File: config.mk
export PLATFORM = sky130hd
export DESIGN_NAME = pmt_ctrl
export DESIGN_NICKNAME = d
export VERILOG_FILES = /design/src/rtl/core/pmt_pkg.sv /design/src/rtl/core/pmt_ctrl.sv
export SDC_FILE = /design/constraint.sdc
export NUM_CORES = 1
export LEC_CHECK = 0
export ABC_CLOCK_PERIOD_IN_PS = 2000
export BUFFER_PORTS_ARGS = -buffer_cell sky130_fd_sc_hd__buf_4
export CAP_MARGIN = 10
export CORE_AREA = 2 2 39 41
export DETAILED_ROUTE_END_ITERATION = 16
export DIE_AREA = 0 0 41 43
export PLACE_DENSITY = 0.5
export SYNTH_ARGS = -nofsm -noshare
export SYNTH_HDL_FRONTEND = slang
export SYNTH_SLANG_ARGS = --single-unit
File: constraint.sdc
create_clock -name aclk -period 2 [get_ports aclk]
set_input_delay 0.3 -clock aclk [delete_from_list [all_inputs] [get_ports aclk]]
set_output_delay 0.3 -clock aclk [all_outputs]
set_load 0.005 [all_outputs]
File: src/rtl/core/pmt_pkg.sv
// Package for the paged memory unit: sizes, FSM state type and the
// command/status structs between controller and datapath. No dependencies.
package pmt_pkg;

    localparam int FRAMES      = 64;
    localparam int PAGES       = 128;
    localparam int PROCESSES   = 16;
    localparam int TLB_ENTRIES = 8;
    localparam int SWAP_SLOTS  = 256;
    localparam int PAGE_BYTES  = 4096;

    localparam int PROC_W   = 4;
    localparam int PAGE_W   = 7;
    localparam int OFFS_W   = 12;
    localparam int FRAME_W  = 6;
    localparam int PADDR_W  = 18;
    localparam int CNT_W    = 9;
    localparam int WIN_W    = 8;
    localparam int CFG_W    = 8;

    localparam logic [0:0] REG_FAULT_THRESHOLD = 1'b0;
    localparam logic [0:0] REG_INITIAL_WINDOW  = 1'b1;

    localparam logic [1:0] FAULT_NONE = 2'd0;
    localparam logic [1:0] FAULT_SOFT = 2'd1;
    localparam logic [1:0] FAULT_HARD = 2'd2;

    typedef enum logic [3:0] {
        ST_CLEAR,
        ST_IDLE,
        ST_LOOKUP,
        ST_PT,
        ST_SCAN,
        ST_VICTIM,
        ST_EVICT,
        ST_FILL,
        ST_DONE
    } pmt_state_t;

    // Commands from controller to datapath.
    typedef struct packed {
        logic clear_step;   // advance clearing pass
        logic load;         // latch accepted item
        logic tlb_search;   // search TLB, read page-table row
        logic pt_check;     // evaluate page-table entry, fault bookkeeping
        logic scan_step;    // test one frame for being free
        logic victim_read;  // read victim slot's frame and swap bit
        logic evict;        // evict victim
        logic fill;         // write page table, FIFO, TLB, window
    } pmt_cmd_t;

    // Status from datapath to controller.
    typedef struct packed {
        logic clear_done;
        logic tlb_hit;
        logic pt_valid;
        logic scan_found;
        logic scan_last;
        logic fifo_empty;
    } pmt_sts_t;

endpackage

File: src/rtl/core/pmt_ctrl.sv
// Controller state machine of the paged memory unit.
// Depends on pmt_pkg for the state type and command/status structs.
module pmt_ctrl (
    input  logic              aclk,
    input  logic              aresetn,
    input  logic              s_valid,
    output logic              s_ready,
    output logic              m_valid,
    input  logic              m_ready,
    input  pmt_pkg::pmt_sts_t sts,
    output pmt_pkg::pmt_cmd_t cmd
);

    pmt_pkg::pmt_state_t state_reg, state_next;

    // Advance state.
    always_ff @(posedge aclk) begin
        if (!aresetn) begin
            state_reg <= pmt_pkg::ST_CLEAR;
        end else begin
            state_reg <= state_next;
        end
    end

    // Next state.
    always_comb begin
        state_next = state_reg;
        case (state_reg)
            pmt_pkg::ST_CLEAR:  if (sts.clear_done) state_next = pmt_pkg::ST_IDLE;
            pmt_pkg::ST_IDLE:   if (s_valid) state_next = pmt_pkg::ST_LOOKUP;
            pmt_pkg::ST_LOOKUP: state_next = pmt_pkg::ST_PT;
            pmt_pkg::ST_PT: begin
                if (sts.tlb_hit || sts.pt_valid) begin
                    state_next = pmt_pkg::ST_FILL;
                end else begin
                    state_next = pmt_pkg::ST_SCAN;
                end
            end
            pmt_pkg::ST_SCAN: begin
                if (sts.scan_found) begin
                    state_next = pmt_pkg::ST_FILL;
                end else if (sts.scan_last) begin
                    state_next = sts.fifo_empty ? pmt_pkg::ST_FILL : pmt_pkg::ST_VICTIM;
                end
            end
            pmt_pkg::ST_VICTIM: state_next = pmt_pkg::ST_EVICT;
            pmt_pkg::ST_EVICT:  state_next = pmt_pkg::ST_FILL;
            pmt_pkg::ST_FILL:   state_next = pmt_pkg::ST_DONE;
            pmt_pkg::ST_DONE:   if (m_ready) state_next = pmt_pkg::ST_IDLE;
            default:            state_next = pmt_pkg::ST_CLEAR;
        endcase
    end

    // Outputs.
    always_comb begin
        cmd     = '0;
        s_ready = 1'b0;
        m_valid = 1'b0;
        case (state_reg)
            pmt_pkg::ST_CLEAR:  cmd.clear_step = 1'b1;
            pmt_pkg::ST_IDLE: begin
                s_ready  = 1'b1;
                cmd.load = s_valid;
            end
            pmt_pkg::ST_LOOKUP: cmd.tlb_search = 1'b1;
            pmt_pkg::ST_PT:     cmd.pt_check = 1'b1;
            pmt_pkg::ST_SCAN:   cmd.scan_step = 1'b1;
            pmt_pkg::ST_VICTIM: cmd.victim_read = 1'b1;
            pmt_pkg::ST_EVICT:  cmd.evict = 1'b1;
            pmt_pkg::ST_FILL:   cmd.fill = 1'b1;
            pmt_pkg::ST_DONE: begin
                m_valid = 1'b1;
            end
            default: cmd = '0;
        endcase
    end

endmodule

==> results.yml, run 1 <==
route:
  avgRoutedWirePerCell_um: 10.9
  vias: 399
  drt_iter0_drc: 1
  drt_pass1_iterations: 4
  drc: 0
  wirelength_um: 885
  ant_nets: 0
  vias_per_cell: 4.93
placed_design:
  place_hpwl_um: 672
  place_congestion: 0.751
  portBuffers: 19
floorplan:
  pin_count: 20
  start_util: 0.250
  die-area_mm2: 0.00176
  die_height_um: 43
  rows: 14
  die_w_um: 41
  coreArea_mm2: 0.00138
critical_path:
  cp.required_ns: 1.70
  cp_data_arrival_time_ns: 1.42
  path_class: "reg -> out"
  worstSetupStartpointType: "register"
  cp_max_fo: 13
  end_kind: "output port"
grt:
  overflow: 0
  busiest_layer: "met2"
  met3_usage: 0.0471
  grt_start_max_net_pins: 14
  grt_pass1_wl_mm: 1.42
  grtUsageTotal: 0.116
  met1_usage: 0.157
  grt_pass1_vias: 351
  antenna_found_initial: 0
  gr-usage-met2: 0.163
synthesis:
  syn_avg_cell_area_um2: 7.37
  syn_nets: 57
  ys_ff_latch: 4
  synthCells: 47
  syn_area_um2: 347
  synthDistinctLibCells: 22
  yosysSeqAreaShare: 0.231
  yosys_warnings: 0
final_layout:
  fillCellCount: 159
  final_cell_mix: "buf_4, nor2_1, nand2_1"
  fin_nets: 77
  largest_reg_flops: 4
  final_core_util: 0.366
  layout_commonest_cell: "buf_4"
  area_delta_synth_final_pct: 46.2
  drive_gt1_frac: 0.369
  diodes: 0
  regArea_um2: 80.1
  multi_input_area_um2: 238
timing:
  hold_viol: 0
  min_period_ns: 1.72
  setup_viol: 0
  max_slew_margin: 0.678
  max_freq_ghz: 0.580
  rsz0062_at_grt: "no"
  fin_skew_ns: 0.00106
  finalCritPeriodShare: 0.862
  slew_violations: 0
  worstMarginPinSlew_ns: 0.482
  fin_tns_setup_ns: 0
power:
  peakVddDrop_mv: 0.448
  total_leakage_power_nw: 0.224
  cellPowerDensity_mw_per_mm2: 1060
run:
  cap_viol_max_count: 0
clocking:
  cts-root-buf: "clkbuf_4"
  cts_hold_buf: 0
  cts_max_path_buffers: 2
  cts.repair.resized: 0
  cts_buffers: 3
  cts.sinks: 4
  htreeDepth: 1
  clkTransAtPathRegs_ns: 0.04
  clk_latency_ns: 0.23
  cts_setup_buffers: 0
  cts_tree: "done"
min_path:
  hold_path.class: "in -> reg"
outcome:
  status: "finished clean"
[cells by family after synthesis]
kind of cell,count (synthesis),share of synthesized area
XOR/XNOR,1,0.0253
AO/OA/AOI/OAI,8,0.134
flip-flops,4,0.231
AND/OR/NAND/NOR,27,0.469
multiplexers,2,0.0578
buffers and inverters,5,0.0830
[area by class of cell]
cell class                      instances  share of cell area
Inverter                                1             0.00741
Tap cell                               16              0.0395
Clock buffer                            3              0.0444
Multi-Input combinational cell         38               0.469
Sequential cell                         4               0.158
Timing Repair Buffer                   19               0.281
[Yosys cell counts]
cell type / count / area share
a211oi_1: 1 / 0.022
a21oi_1: 2 / 0.029
a22o_1: 1 / 0.025
and2_1: 1 / 0.018
buf_2: 2 / 0.029
buf_4: 2 / 0.043
dfxtp_1: 4 / 0.23
inv_1: 1 / 0.011
mux2i_1: 2 / 0.058
nand2_1: 6 / 0.065
nand2b_1: 2 / 0.036
nand3b_1: 1 / 0.022
nor2_1: 6 / 0.065
nor3_1: 5 / 0.072
nor3b_1: 2 / 0.043
nor4_1: 1 / 0.018
nor4b_2: 1 / 0.043
nor4b_4: 1 / 0.069
o21ai_0: 3 / 0.043
o21ai_1: 1 / 0.014
or3_1: 1 / 0.018
xor2_1: 1 / 0.025
[stage by stage]
stage | hold slack [ns] | setup WS (ns) | area, µm² | cells | total power (W)
6_report | 0.351 | 0.276 | 507 | 81 | 0.000537
5_1_grt | 0.362 | 0.181 | 507 | 81 | 0.000589
4_1_cts | 0.348 | 0.270 | 507 | 81 | 0.000545
3_5_place_dp | 0.591 | 0.523 | 484 | 78 | 0.000443
3_3_place_gp | 0.595 | 0.544 | 484 | 78 | 0.000442
2_1_floorplan | 0.445 | 0.688 | 347 | 47 | 0.000345
[metal layers]
metal | up-vias | share of wire
li1 | 203 | -
met1 | 180 | 0.52
met2 | 16 | 0.41
met3 | 0 | 0.064
met4 | 0 | 0
met5 | - | 0
[final timing paths]
kind	from	endpoint	slack [ns]	cells after the start
worst min register to register	state_reg[0]$_SDFFE_PN0P_	state_reg[0]$_SDFFE_PN0P_	0.67	2
worst min-delay path	aresetn	state_reg[3]$_SDFFE_PN0P_	0.35	3
worst max register to register	state_reg[0]$_SDFFE_PN0P_	state_reg[0]$_SDFFE_PN0P_	0.59	4
worst max-delay path	state_reg[0]$_SDFFE_PN0P_	cmd[6]	0.28	4
[critical path: stages, from the launching register on]
cell and delay, ns:
dfxtp_1 0.61, nand2b_1 0.13, nor3_1 0.19, and2_1 0.16, buf_4 0.10
[power by group]
group	leakage (nW)	total (W)	internal (W)	switching, W
sequential	0.0327	0.000183	0.000103	0.0000802
clock	0.0138	0.0000963	0.0000669	0.0000294
combinational	0.177	0.000258	0.000150	0.000108
(Power assumes the default switching activity.)
==> run 2, diff against run 1 <==
CTS_BUF_LIST = sky130_fd_sc_hd__clkbuf_16   (was default)
==> results.yml, run 2 (synthesized netlist as in run 1, its figures left out) <==
final_layout:
  fin_nets: 77
  layout_commonest_cell: "buf_4"
  largest_reg_flops: 4
  multi_input_area_um2: 238
  fillCellCount: 155
  diodes: 0
  final_cell_mix: "buf_4, nor2_1, nand2_1"
  area_delta_synth_final_pct: 61.4
  regArea_um2: 80.1
  stdcell_count: 81
  drive_gt1_frac: 0.369
route:
  ant_nets: 0
  drt_pass1_iterations: 3
  vias: 398
  wirelength_um: 904
  drt_iter0_drc: 3
  drc: 0
  vias_per_cell: 4.91
  avgRoutedWirePerCell_um: 11.2
power:
  swShare: 0.322
  p_int_w: 0.000507
  total_leakage_power_nw: 0.247
  seq_power_share: 0.246
  clock_power_share: 0.409
  peakVddDrop_mv: 0.460
  p_sw_w: 0.000241
  combPwrFrac: 0.346
  cellPowerDensity_mw_per_mm2: 1340
critical_path:
  crit_family: "flip-flops"
  r2r_start: "state_reg[0]$_SDFFE_PN0P_"
  rr_worst_depth: 4
  cp.required_ns: 1.70
  critPathBufInv: 1
  crit_path_end: "cmd[6]"
  crit_cells: 4
  path_class: "reg -> out"
  slowest_delay_ns: 0.61
  cp_cell_sequence: "nand2b_1 -> nor3_1 -> and2_1 -> buf_4"
  r2r_slack_ns: 0.59
  cp_max_fo: 13
  rr_endpoint: "state_reg[0]$_SDFFE_PN0P_"
  worstSetupStartpointType: "register"
  startpoint: "state_reg[0]$_SDFFE_PN0P_"
  end_kind: "output port"
  cp_data_arrival_time_ns: 1.42
  cp_slowest_cell: "dfxtp_1"
placed_design:
  place_inst: 78
  place_hpwl_um: 672
  place_congestion: 0.751
  portBuffers: 19
floorplan:
  start_util: 0.250
  rows: 14
  die_w_um: 41
  coreArea_mm2: 0.00138
  die_height_um: 43
  pin_count: 20
  die-area_mm2: 0.00176
run:
  cap_viol_max_count: 0
grt:
  grt_pass1_vias: 337
  grt_start_max_net_pins: 14
  overflow: 0
  antenna_found_initial: 0
  grtUsageTotal: 0.113
  grt_pass1_wl_mm: 1.41
outcome:
  status: "finished clean"
timing:
  max_slew_margin: 0.673
  slew_violations: 0
  hold_viol: 0
  fin_tns_setup_ns: 0
  fin_skew_ns: 0.00188
  setup_viol: 0
  finalCritPeriodShare: 0.859
  min_period_ns: 1.72
  worstMarginPinSlew_ns: 0.489
  rsz0062_at_grt: "no"
  max_freq_ghz: 0.582
clocking:
  cts_hold_buf: 0
  cts_setup_buffers: 0
  cts.sinks: 4
  cts.repair.resized: 0
  cts-root-buf: "clkbuf_16"
  cts_max_path_buffers: 2
  cts_buffers: 3
  htreeDepth: 1
  clkTransAtPathRegs_ns: 0.03
  cts_tree: "done"
  clk_latency_ns: 0.22
min_path:
  hp-start: "aresetn"
  hold_path.class: "in -> reg"
  min_path_cells: 3
run 2: worst reg2reg max path, delay by kind of cell, from the launching register on:
family	cells	cell delay [ns]
muxes	1	0.19
and+or+nand+nor	1	0.11
AOI/OAI and AO/OA	2	0.43
DFF	1	0.61
run 2: worst min path at each step:
stage | end | slack (ns)
after floorplan | state_reg[3]$_SDFFE_PN0P_ | 0.44
after global placement | state_reg[3]$_SDFFE_PN0P_ | 0.60
after detailed placement | state_reg[3]$_SDFFE_PN0P_ | 0.59
after CTS | state_reg[0]$_SDFFE_PN0P_ | 0.37
after global routing | state_reg[2]$_SDFFE_PN0P_ | 0.39
final | state_reg[3]$_SDFFE_PN0P_ | 0.36
run 2: per-layer routing:
metal	vias up	share of wire	global-route usage
met5	-	0	0
met4	0	0	0.0200
met3	0	0.083	0.0471
met2	16	0.41	0.163
met1	180	0.50	0.157
li1	202	-	-
run 2: stage by stage:
step           area (µm²)  hold WS (ns)   util  total power, W  setup WS (ns)
3_3_place_gp          484         0.595  0.350        0.000442          0.544
3_5_place_dp          484         0.591  0.350        0.000443          0.523
5_1_grt               559         0.390  0.404        0.000795          0.209
4_1_cts               559         0.367  0.404        0.000754          0.287
2_1_floorplan         347         0.445      -        0.000345          0.688
6_report              559         0.363  0.404        0.000748          0.283
run 2: area by class of cell:
type	count	share of cell area
multi-input cells	38	0.425
inverters	1	0.00671
repair buffers	19	0.255
well taps	16	0.0358
clock buffers	3	0.134
flip-flops and latches	4	0.143
run 2: power groups by stage:
stage / sequential [W] / clock, W / combinational, W
2_1_floorplan: 0.000123 / 0 / 0.000221
3_3_place_gp: 0.000182 / 0 / 0.000261
3_5_place_dp: 0.000183 / 0 / 0.000260
4_1_cts: 0.000182 / 0.000311 / 0.000261
5_1_grt: 0.000188 / 0.000316 / 0.000291
6_report: 0.000184 / 0.000306 / 0.000259
